## config.mk

```make
export PLATFORM = sky130hd
export DESIGN_NAME = crsf_rc_channel_framer
export DESIGN_NICKNAME = d
export VERILOG_FILES = /design/src/design/crsf_pkg.sv /design/src/design/crsf_in_stage.sv /design/src/design/crsf_pack.sv /design/src/design/crsf_out_buf.sv /design/src/design/crsf_rc_channel_framer.sv
export SDC_FILE = /design/constraint.sdc
export NUM_CORES = 1
export LEC_CHECK = 0
export ABC_CLOCK_PERIOD_IN_PS = 8700
export BUFFER_PORTS_ARGS = -buffer_cell sky130_fd_sc_hd__buf_4
export CAP_MARGIN = 5
export CELL_PAD_IN_SITES_DETAIL_PLACEMENT = 0
export CELL_PAD_IN_SITES_GLOBAL_PLACEMENT = 1
export CORE_ASPECT_RATIO = 0.6
export CORE_MARGIN = 2
export CORE_UTILIZATION = 52
export DETAILED_ROUTE_END_ITERATION = 10
export GPL_TIMING_DRIVEN = 0
export PLACE_DENSITY = 0.92
export SETUP_SLACK_MARGIN = 0.4
export SLEW_MARGIN = 5
export SYNTH_ARGS = -nofsm -noshare
export SYNTH_HDL_FRONTEND = slang
export SYNTH_HIERARCHICAL = 1
export SYNTH_SLANG_ARGS = --single-unit
```

## constraint.sdc

```tcl
create_clock -name aclk -period 8.7 [get_ports aclk]
set_clock_uncertainty 0.2 [all_clocks]
set_input_delay 1.74 -clock aclk [delete_from_list [all_inputs] [get_ports aclk]]
set_output_delay 1.74 -clock aclk [all_outputs]
set_load 0.02 [all_outputs]
```

## src/design/crsf_pkg.sv

```systemverilog
`default_nettype none

package crsf_pkg;

    localparam int unsigned ChanWidth  = 11;
    localparam int unsigned PendWidth  = 7;
    localparam int unsigned CountWidth = 3;
    localparam int unsigned SlotWidth  = 4;
    localparam int unsigned MaxBytes   = 4;

    localparam logic [7:0] SyncByte = 8'hC8;
    localparam logic [7:0] LenByte  = 8'd24;
    localparam logic [7:0] TypeByte = 8'h16;
    localparam logic [7:0] CrcPoly  = 8'hD5;

    localparam logic [SlotWidth-1:0] FirstSlot = '0;
    localparam logic [SlotWidth-1:0] LastSlot  = '1;

    // CRC-8/DVB-S2 over one byte, MSB first, no reflection.
    function automatic logic [7:0] crc_feed(input logic [7:0] crc, input logic [7:0] data);
        logic [7:0] c;
        c = crc ^ data;
        for (int k = 0; k < 8; k++) begin
            c = c[7] ? ((c << 1) ^ CrcPoly) : (c << 1);
        end
        return c;
    endfunction

    // CRC state after the type byte, the start of every frame.
    localparam logic [7:0] CrcAfterType = crc_feed(8'h00, TypeByte);

    // Bytes caused by one channel value, in wire order.
    typedef struct packed {
        logic [MaxBytes-1:0][7:0] bytes;
        logic [2:0]               count;     // 1..4
        logic                     frame_end; // last byte is the CRC
    } burst_t;

endpackage

`default_nettype wire

```

## src/design/crsf_in_stage.sv

```systemverilog
`default_nettype none

module crsf_in_stage (
    input  wire logic                            aclk,
    input  wire logic                            aresetn,
    input  wire logic                            s_tvalid,
    output logic                                 s_tready,
    input  wire logic [crsf_pkg::ChanWidth-1:0]  s_value,
    input  wire logic                            take,
    output logic                                 item_valid,
    output logic [crsf_pkg::ChanWidth-1:0]       item_value
);

    logic                              valid_reg;
    logic [crsf_pkg::ChanWidth-1:0]    value_reg;

    // Accept when empty or when the held item leaves this cycle.
    assign s_tready   = !valid_reg || take;
    assign item_valid = valid_reg;
    assign item_value = value_reg;

    always_ff @(posedge aclk) begin
        if (!aresetn) begin
            valid_reg <= 1'b0;
        end else if (s_tready) begin
            valid_reg <= s_tvalid;
        end
    end

    always_ff @(posedge aclk) begin
        if (s_tready && s_tvalid) begin
            value_reg <= s_value;
        end
    end

endmodule

`default_nettype wire

```

## src/design/crsf_pack.sv

```systemverilog
`default_nettype none

module crsf_pack (
    input  wire logic                            aclk,
    input  wire logic                            aresetn,
    input  wire logic [crsf_pkg::ChanWidth-1:0]  value,
    input  wire logic                            advance,
    output crsf_pkg::burst_t                     burst
);

    logic [crsf_pkg::SlotWidth-1:0]   slot_reg,  slot_next;
    logic [crsf_pkg::PendWidth-1:0]   pend_reg,  pend_next;
    logic [crsf_pkg::CountWidth-1:0]  cnt_reg,   cnt_next;
    logic [7:0]                       crc_reg,   crc_next;

    logic                             first_slot;
    logic                             last_slot;
    logic [crsf_pkg::PendWidth-1:0]   pend_in;
    logic [crsf_pkg::CountWidth-1:0]  cnt_in;
    logic [7:0]                       crc_in;
    logic [17:0]                      acc;
    logic [4:0]                       nbits;
    logic                             two_bytes;
    logic [7:0]                       crc_one;
    logic [7:0]                       crc_two;
    logic [7:0]                       crc_out;

    always_comb begin
        first_slot = (slot_reg == crsf_pkg::FirstSlot);
        last_slot  = (slot_reg == crsf_pkg::LastSlot);

        // Restart the bit stream and CRC on the first slot.
        pend_in = first_slot ? '0 : pend_reg;
        cnt_in  = first_slot ? '0 : cnt_reg;
        crc_in  = first_slot ? crsf_pkg::CrcAfterType : crc_reg;

        acc       = {11'd0, pend_in} | ({7'd0, value} << cnt_in);
        nbits     = {2'b00, cnt_in} + 5'd11;
        two_bytes = nbits[4];

        crc_one = crsf_pkg::crc_feed(crc_in, acc[7:0]);
        crc_two = crsf_pkg::crc_feed(crc_one, acc[15:8]);
        crc_out = two_bytes ? crc_two : crc_one;

        if (two_bytes) begin
            pend_next = {5'd0, acc[17:16]};
        end else begin
            pend_next = acc[14:8];
        end
        cnt_next  = nbits[2:0];
        crc_next  = crc_out;
        slot_next = slot_reg + 1'b1;
        if (last_slot) begin
            pend_next = '0;
            cnt_next  = '0;
        end

        burst = '0;
        if (first_slot) begin
            // Header plus the single data byte that slot 0 always yields.
            burst.bytes[0] = crsf_pkg::SyncByte;
            burst.bytes[1] = crsf_pkg::LenByte;
            burst.bytes[2] = crsf_pkg::TypeByte;
            burst.bytes[3] = acc[7:0];
            burst.count    = 3'd4;
        end else begin
            burst.bytes[0] = acc[7:0];
            burst.bytes[1] = two_bytes ? acc[15:8] : crc_out;
            burst.bytes[2] = crc_out;
            burst.count    = {2'b00, two_bytes} + 3'd1 + {2'b00, last_slot};
        end
        burst.frame_end = last_slot;
    end

    always_ff @(posedge aclk) begin
        if (!aresetn) begin
            slot_reg <= '0;
            pend_reg <= '0;
            cnt_reg  <= '0;
            crc_reg  <= '0;
        end else if (advance) begin
            slot_reg <= slot_next;
            pend_reg <= pend_next;
            cnt_reg  <= cnt_next;
            crc_reg  <= crc_next;
        end
    end

endmodule

`default_nettype wire

```

## src/design/crsf_out_buf.sv

```systemverilog
`default_nettype none

module crsf_out_buf (
    input  wire logic              aclk,
    input  wire logic              aresetn,
    input  wire logic              in_valid,
    input  wire crsf_pkg::burst_t  burst,
    output logic                   load,
    output logic                   m_tvalid,
    input  wire logic              m_tready,
    output logic [7:0]             m_tdata,
    output logic                   m_tlast,
    output logic                   m_tuser
);

    logic [crsf_pkg::MaxBytes-1:0][7:0] bytes_reg;
    logic [2:0]                         cnt_reg;
    logic [1:0]                         idx_reg;
    logic                               fend_reg;
    logic                               valid_reg;

    logic last_byte;
    logic pop;
    logic room;

    assign last_byte = ({1'b0, idx_reg} + 3'd1) == cnt_reg;
    assign pop       = valid_reg && m_tready;
    assign room      = !valid_reg || (pop && last_byte);
    assign load      = in_valid && room;

    assign m_tvalid = valid_reg;
    assign m_tdata  = bytes_reg[idx_reg];
    assign m_tlast  = last_byte;
    assign m_tuser  = fend_reg && last_byte;

    always_ff @(posedge aclk) begin
        if (!aresetn) begin
            valid_reg <= 1'b0;
            idx_reg   <= '0;
        end else if (load) begin
            valid_reg <= 1'b1;
            idx_reg   <= '0;
        end else if (pop && last_byte) begin
            valid_reg <= 1'b0;
        end else if (pop) begin
            idx_reg <= idx_reg + 1'b1;
        end
    end

    always_ff @(posedge aclk) begin
        if (load) begin
            bytes_reg <= burst.bytes;
            cnt_reg   <= burst.count;
            fend_reg  <= burst.frame_end;
        end
    end

endmodule

`default_nettype wire

```

## src/design/crsf_rc_channel_framer.sv

```systemverilog
`default_nettype none

// RC channels frame builder. Feed 16 channel values (11 bits each, in
// s_tdata[10:0]) per frame; the block emits a 26-byte frame one byte per
// transaction on the m_ side: sync 0xC8, length 24, type 0x16, 22 bytes of
// channels packed LSB first, then a CRC-8 (poly 0xD5, init 0) over the type
// and payload bytes. Each input yields 1 to 4 bytes: the first channel of a
// frame brings the three header bytes with it, the last channel ends with
// the CRC. m_tlast marks the last byte caused by one input, and m_tuser
// marks the CRC byte that closes the frame. An input waits in the input
// register until the result buffer has room, is packed into it, and its
// first byte appears the cycle after; the result buffer drains one byte
// per cycle while m_tready is high and takes the next packed item on the
// edge its last byte leaves, so throughput is set by the byte-wide output.
// No reset-time sweep.
module crsf_rc_channel_framer (
    input  wire logic        aclk,
    input  wire logic        aresetn,
    input  wire logic        s_tvalid,
    output logic             s_tready,
    input  wire logic [15:0] s_tdata,   // [10:0] channel_value, [15:11] zero
    output logic             m_tvalid,
    input  wire logic        m_tready,
    output logic [7:0]       m_tdata,   // [7:0] frame_byte
    output logic             m_tlast,   // run_end
    output logic             m_tuser    // [0] frame_end
);

    logic                                item_valid;
    logic [crsf_pkg::ChanWidth-1:0]      item_value;
    logic                                load;
    crsf_pkg::burst_t                    burst;

    // Hold one channel value ahead of the packer.
    crsf_in_stage u_in (
        .aclk       (aclk),
        .aresetn    (aresetn),
        .s_tvalid   (s_tvalid),
        .s_tready   (s_tready),
        .s_value    (s_tdata[crsf_pkg::ChanWidth-1:0]),
        .take       (load),
        .item_valid (item_valid),
        .item_value (item_value)
    );

    // Pack the value, advance slot, bit stream and CRC when it is loaded.
    crsf_pack u_pack (
        .aclk    (aclk),
        .aresetn (aresetn),
        .value   (item_value),
        .advance (load),
        .burst   (burst)
    );

    // Serialize the bytes of one input onto the output stream.
    crsf_out_buf u_out (
        .aclk     (aclk),
        .aresetn  (aresetn),
        .in_valid (item_valid),
        .burst    (burst),
        .load     (load),
        .m_tvalid (m_tvalid),
        .m_tready (m_tready),
        .m_tdata  (m_tdata),
        .m_tlast  (m_tlast),
        .m_tuser  (m_tuser)
    );

endmodule

`default_nettype wire

```

==> results.md <==
- The flop-to-flop setup slack is 4150 ps.
- TritonCTS created 9 clock buffers.
- The initial utilization of the core area, before any placement, comes to 54.5%.
- IR analysis of the VDD net gives a maximum drop of 0.154 mV.
- The worst path uses 53.1% of the clock period.
- The dominant cell type by count on the critical path is sky130_fd_sc_hd__buf_4.
- The endpoint arrival time on the critical path is 2680 ps.
- The ratio of cells with drive above 1 in the final layout is 18.3%.
- The capturing element of the worst setup path is s_tready.
- The pin count of the biggest net entering global routing is 30.
- The area of the core region is 0.00865 mm^2.
- The flow ran to the end, and the final reports show no timing, DRC or antenna violations.
- In this run the critical register-to-register path is launched from u_pack/slot_reg[0].
- After clock tree synthesis, the setup repair step added 0 buffers.
- The wire length of the first global-routing pass is 20300 um.
- The worst-case clock buffer depth is 2.
- Grouping stages by cell kind, the critical path spends the most delay in compound AO/OA/AOI/OAI gates.
- The synthesized netlist net count is 496.
- The most frequently used flop master after synthesis is sky130_fd_sc_hd__edfxtp_1.
- The number of antenna violations at the first check in global routing is 0.
- The area growth from synthesis to layout is 13.9%.
- The timing startpoint of the critical path is m_tready.
- Across all layers, the routed design uses 3881 vias.
- In the layout the commonest cells are sky130_fd_sc_hd__nor2_1 (63), sky130_fd_sc_hd__edfxtp_1 (47), sky130_fd_sc_hd__xnor2_1 (34), sky130_fd_sc_hd__nand2_1 (32), sky130_fd_sc_hd__buf_4 (28).
- Global routing used 27.9% of the available tracks across all layers.
- The critical path launch point type is an input pin.
- The CTS tree is done.
- The library cell used most frequently in the layout, excluding fill and tap cells, is sky130_fd_sc_hd__nor2_1.
- The number of nets with antenna violations after routing is 0.
- Setup repair after global routing left no endpoint under its margin.
- Before CTS, the worst setup slack after placement is 4050 ps.
- The worst-skew pair later-pin latency is 340 ps.
- The cell area that synthesis handed to floorplanning was 0.00471 mm^2.
- In this run the mean area of a mapped cell was 10.0 um^2.
- The HPWL after detailed placement is 9980 um.
- The routability congestion estimate from global placement is 1.01.
- The number of sinks driven by the clock tree is 73.
- The maximum frequency from static timing analysis is 217 MHz.
- The number of gates resized after CTS was 0.
- The peak fanout along the critical path is 12.
- The number of slew-limit violations in the final report is 0.
- The number of global-route vias before repair came to 3591.
- The I/O pin total is 32.
- After synthesis the netlist holds a flip-flop and latch count of 73.
- Counting instances, the worst hold path has a depth of 2.
- The worst relative slew slack is 40.5%.
- The count of nets after finishing is 534.
- The die is 127 um wide.
- Walking the worst path, the cells encountered are buf_4 > nand2_1 > a21oi_4 > nand2b_4 > buf_4.
- The vertical extent of the die is 77.7 um.
- The placed instances occupy a cell area of 0.00508 mm^2.
- The final period demand of the worst path is 4620 ps.
- The sum of overflow across all layers after global routing is 0.
- The final routed wire length divided by cell count is 21.2 um.
- The longest individual stage delay on the worst path is 390 ps.
- The leakage power is 2.01 nW.
- The number of gates on the worst path with buffers counted is 5.
- Synthesis handed over a netlist of 471 instances.
- The slowest stage of the critical path belongs to the cell sky130_fd_sc_hd__a21oi_4.
- The worst setup path is captured at an output pin.
- The endpoint identified for the worst register-to-register timing path is u_out/bytes_reg[22].
- The H-tree was split into 3 levels.
- Row generation in the floorplan step produced 26 rows.
- The number of cells on the worst reg-to-reg path is 15.
- The count of unresolved DRC violations after routing is 0.
- The number of flops mapped to enable cells by yosys is 47.
- The number of buffers added on ports is 26.
- Summed over all failing endpoints, the final setup total negative slack is 0 ps.
- Fill cells in the final layout number 727.
- The total power after layout is 0.00147 W.
- After detailed routing, the total wire length is 13200 um.
- The number of iterations in the first detailed-routing pass is 5.
- The number of hold violations in the final report came to 0.
- The data required time at the worst endpoint is 6760 ps.
- The kind of critical path is in -> out.
- The floorplan die area is 0.00986 mm^2.
- The worst path setup slack after routing is 4080 ps.
- The post-detailed-route via-to-cell ratio is 6.20.
- Power spread over the standard cell area amounts to 273 mW/mm^2.
- The final design instance area without fill is 0.00537 mm^2.
- The worst hold path class is reg -> reg.
- The number of antenna diodes in the final layout is 0.
- The share of synthesized area occupied by flip-flops and latches is 41.0%.
- The number of failing setup endpoints in the final timing report is 0.
- The initial detailed-routing violation count is 517.
- At the pin with the least slew margin, the transition time is 884 ps.
- The count of max-cap constraint violations is 0.
- For this run, the number of Yosys warnings is 6.
- The cell at the root of the clock tree is sky130_fd_sc_hd__clkbuf_16.
- The async set or reset register ratio after synthesis is 0%.
- For this design, the CTS-stage hold fixing added 0 buffers.
- The register with the most flip-flops in the layout has 32 of them.
- The critical path contains buffers and inverters numbering 2 combined.
- The clock-pin slew reported for the worst setup and hold paths after clock tree synthesis is 60 ps.
- The synthesized netlist contains 77 unique library cells.
- Cells fill 62.0% of the core in the end.
-- per-stage QoR --
stage	hold WS (ps)	instances
2_1_floorplan	254	471
3_3_place_gp	263	609
3_5_place_dp	267	610
4_1_cts	276	626
5_1_grt	304	626
6_report	277	626
-- synth_stat cells (3+ instances only) --
cell / instances / area [um^2]
sky130_fd_sc_hd__nor2_1: 63 / 236
sky130_fd_sc_hd__dfxtp_1: 26 / 521
sky130_fd_sc_hd__buf_2: 9 / 45.0
sky130_fd_sc_hd__inv_1: 17 / 63.8
sky130_fd_sc_hd__a21oi_2: 3 / 26.3
sky130_fd_sc_hd__edfxtp_1: 47 / 1410
sky130_fd_sc_hd__xnor3_1: 5 / 113
sky130_fd_sc_hd__nor2b_1: 8 / 50.1
sky130_fd_sc_hd__a21oi_1: 27 / 135
sky130_fd_sc_hd__a211oi_1: 4 / 30.0
sky130_fd_sc_hd__mux4_1: 4 / 105
sky130_fd_sc_hd__xnor2_1: 34 / 298
sky130_fd_sc_hd__xor2_1: 17 / 149
sky130_fd_sc_hd__a31oi_1: 8 / 50.1
sky130_fd_sc_hd__mux4_2: 4 / 90.1
sky130_fd_sc_hd__nand2b_1: 4 / 25.0
sky130_fd_sc_hd__nand3_1: 14 / 70.1
sky130_fd_sc_hd__or3_1: 4 / 25.0
sky130_fd_sc_hd__o221ai_1: 3 / 26.3
sky130_fd_sc_hd__and2_1: 7 / 43.8
sky130_fd_sc_hd__nor3_1: 9 / 45.0
sky130_fd_sc_hd__ha_1: 5 / 62.6
sky130_fd_sc_hd__mux2_2: 5 / 56.3
sky130_fd_sc_hd__nand2_2: 3 / 18.8
sky130_fd_sc_hd__mux2i_1: 7 / 70.1
sky130_fd_sc_hd__nand2_1: 32 / 120
sky130_fd_sc_hd__buf_6: 5 / 56.3
sky130_fd_sc_hd__o2111ai_1: 3 / 26.3
sky130_fd_sc_hd__a21o_1: 3 / 22.5
sky130_fd_sc_hd__a22oi_1: 4 / 30.0
sky130_fd_sc_hd__o21ai_0: 17 / 85.1
sky130_fd_sc_hd__clkbuf_1: 13 / 48.8
-- worst min-delay path by stage --
stage | start | to | slack [ps]
2_1_floorplan | u_pack/crc_reg[5] | u_pack/crc_reg[5] | 250
5_1_grt | u_pack/crc_reg[5] | u_pack/crc_reg[5] | 300
4_1_cts | u_pack/crc_reg[5] | u_pack/crc_reg[5] | 280
3_3_place_gp | u_pack/crc_reg[5] | u_pack/crc_reg[5] | 260
6_report | u_pack/crc_reg[5] | u_pack/crc_reg[5] | 280
3_5_place_dp | u_pack/crc_reg[5] | u_pack/crc_reg[5] | 270
-- where the power goes --
part           leakage [nW]  internal, W  switching (W)  total (W)
combinational          1.22     0.000311       0.000364   0.000675
clock                 0.139     0.000216       0.000140   0.000357
sequential            0.650     0.000413      0.0000217   0.000435
total                  2.01     0.000940       0.000526    0.00147
-- area by class of cell --
type | count | area (um^2) | area share (%)
clock inverters | 2 | 12.5 | 0.233
inverters | 19 | 76.3 | 1.42
clock buffers | 14 | 274 | 5.11
plain buffers | 30 | 169 | 3.15
repair buffers | 27 | 215 | 4.01
well taps | 112 | 140 | 2.61
flip-flops and latches | 73 | 1930 | 36.0
multi-input cells | 349 | 2550 | 47.5
-- worst register-to-register path, stage by stage (launching register included) --
cell and delay (ps):
sky130_fd_sc_hd__dfxtp_1 390, sky130_fd_sc_hd__inv_1 70, sky130_fd_sc_hd__ha_1 180, sky130_fd_sc_hd__or3b_1 170
sky130_fd_sc_hd__buf_6 160, sky130_fd_sc_hd__clkinv_4 110, sky130_fd_sc_hd__o31ai_2 460, sky130_fd_sc_hd__o21bai_1 230
sky130_fd_sc_hd__nor4_1 80, sky130_fd_sc_hd__nor2_1 510, sky130_fd_sc_hd__xor2_2 310, sky130_fd_sc_hd__xnor2_1 210
sky130_fd_sc_hd__xnor2_1 490, sky130_fd_sc_hd__xor3_1 420, sky130_fd_sc_hd__a21oi_1 240, sky130_fd_sc_hd__nor2_1 70
-- per-layer routing --
| layer | up-vias | global-route usage (%) | routed length, um |
|---|---|---|---|
| li1 | 1773 | - | - |
| met1 | 1831 | 41.8 | 6210 |
| met2 | 236 | 37.6 | 5180 |
| met3 | 41 | 9.24 | 1550 |
| met4 | 0 | 8.68 | 297 |
| met5 | - | 0 | 0 |
-- cell families (layout without fill, tap and decap cells) --
logic type | Yosys count | in the layout | synth area share (%)
XOR/XNOR | 61 | 61 | 13.9
flip-flops | 73 | 73 | 41.0
adder cells (fa/ha/maj) | 5 | 5 | 1.33
AND/OR/NAND/NOR | 161 | 161 | 16.2
multiplexers | 21 | 21 | 7.14
buffers and inverters | 49 | 92 | 5.20
AO/OA/AOI/OAI | 101 | 101 | 15.2
(Power assumes the default switching activity.)
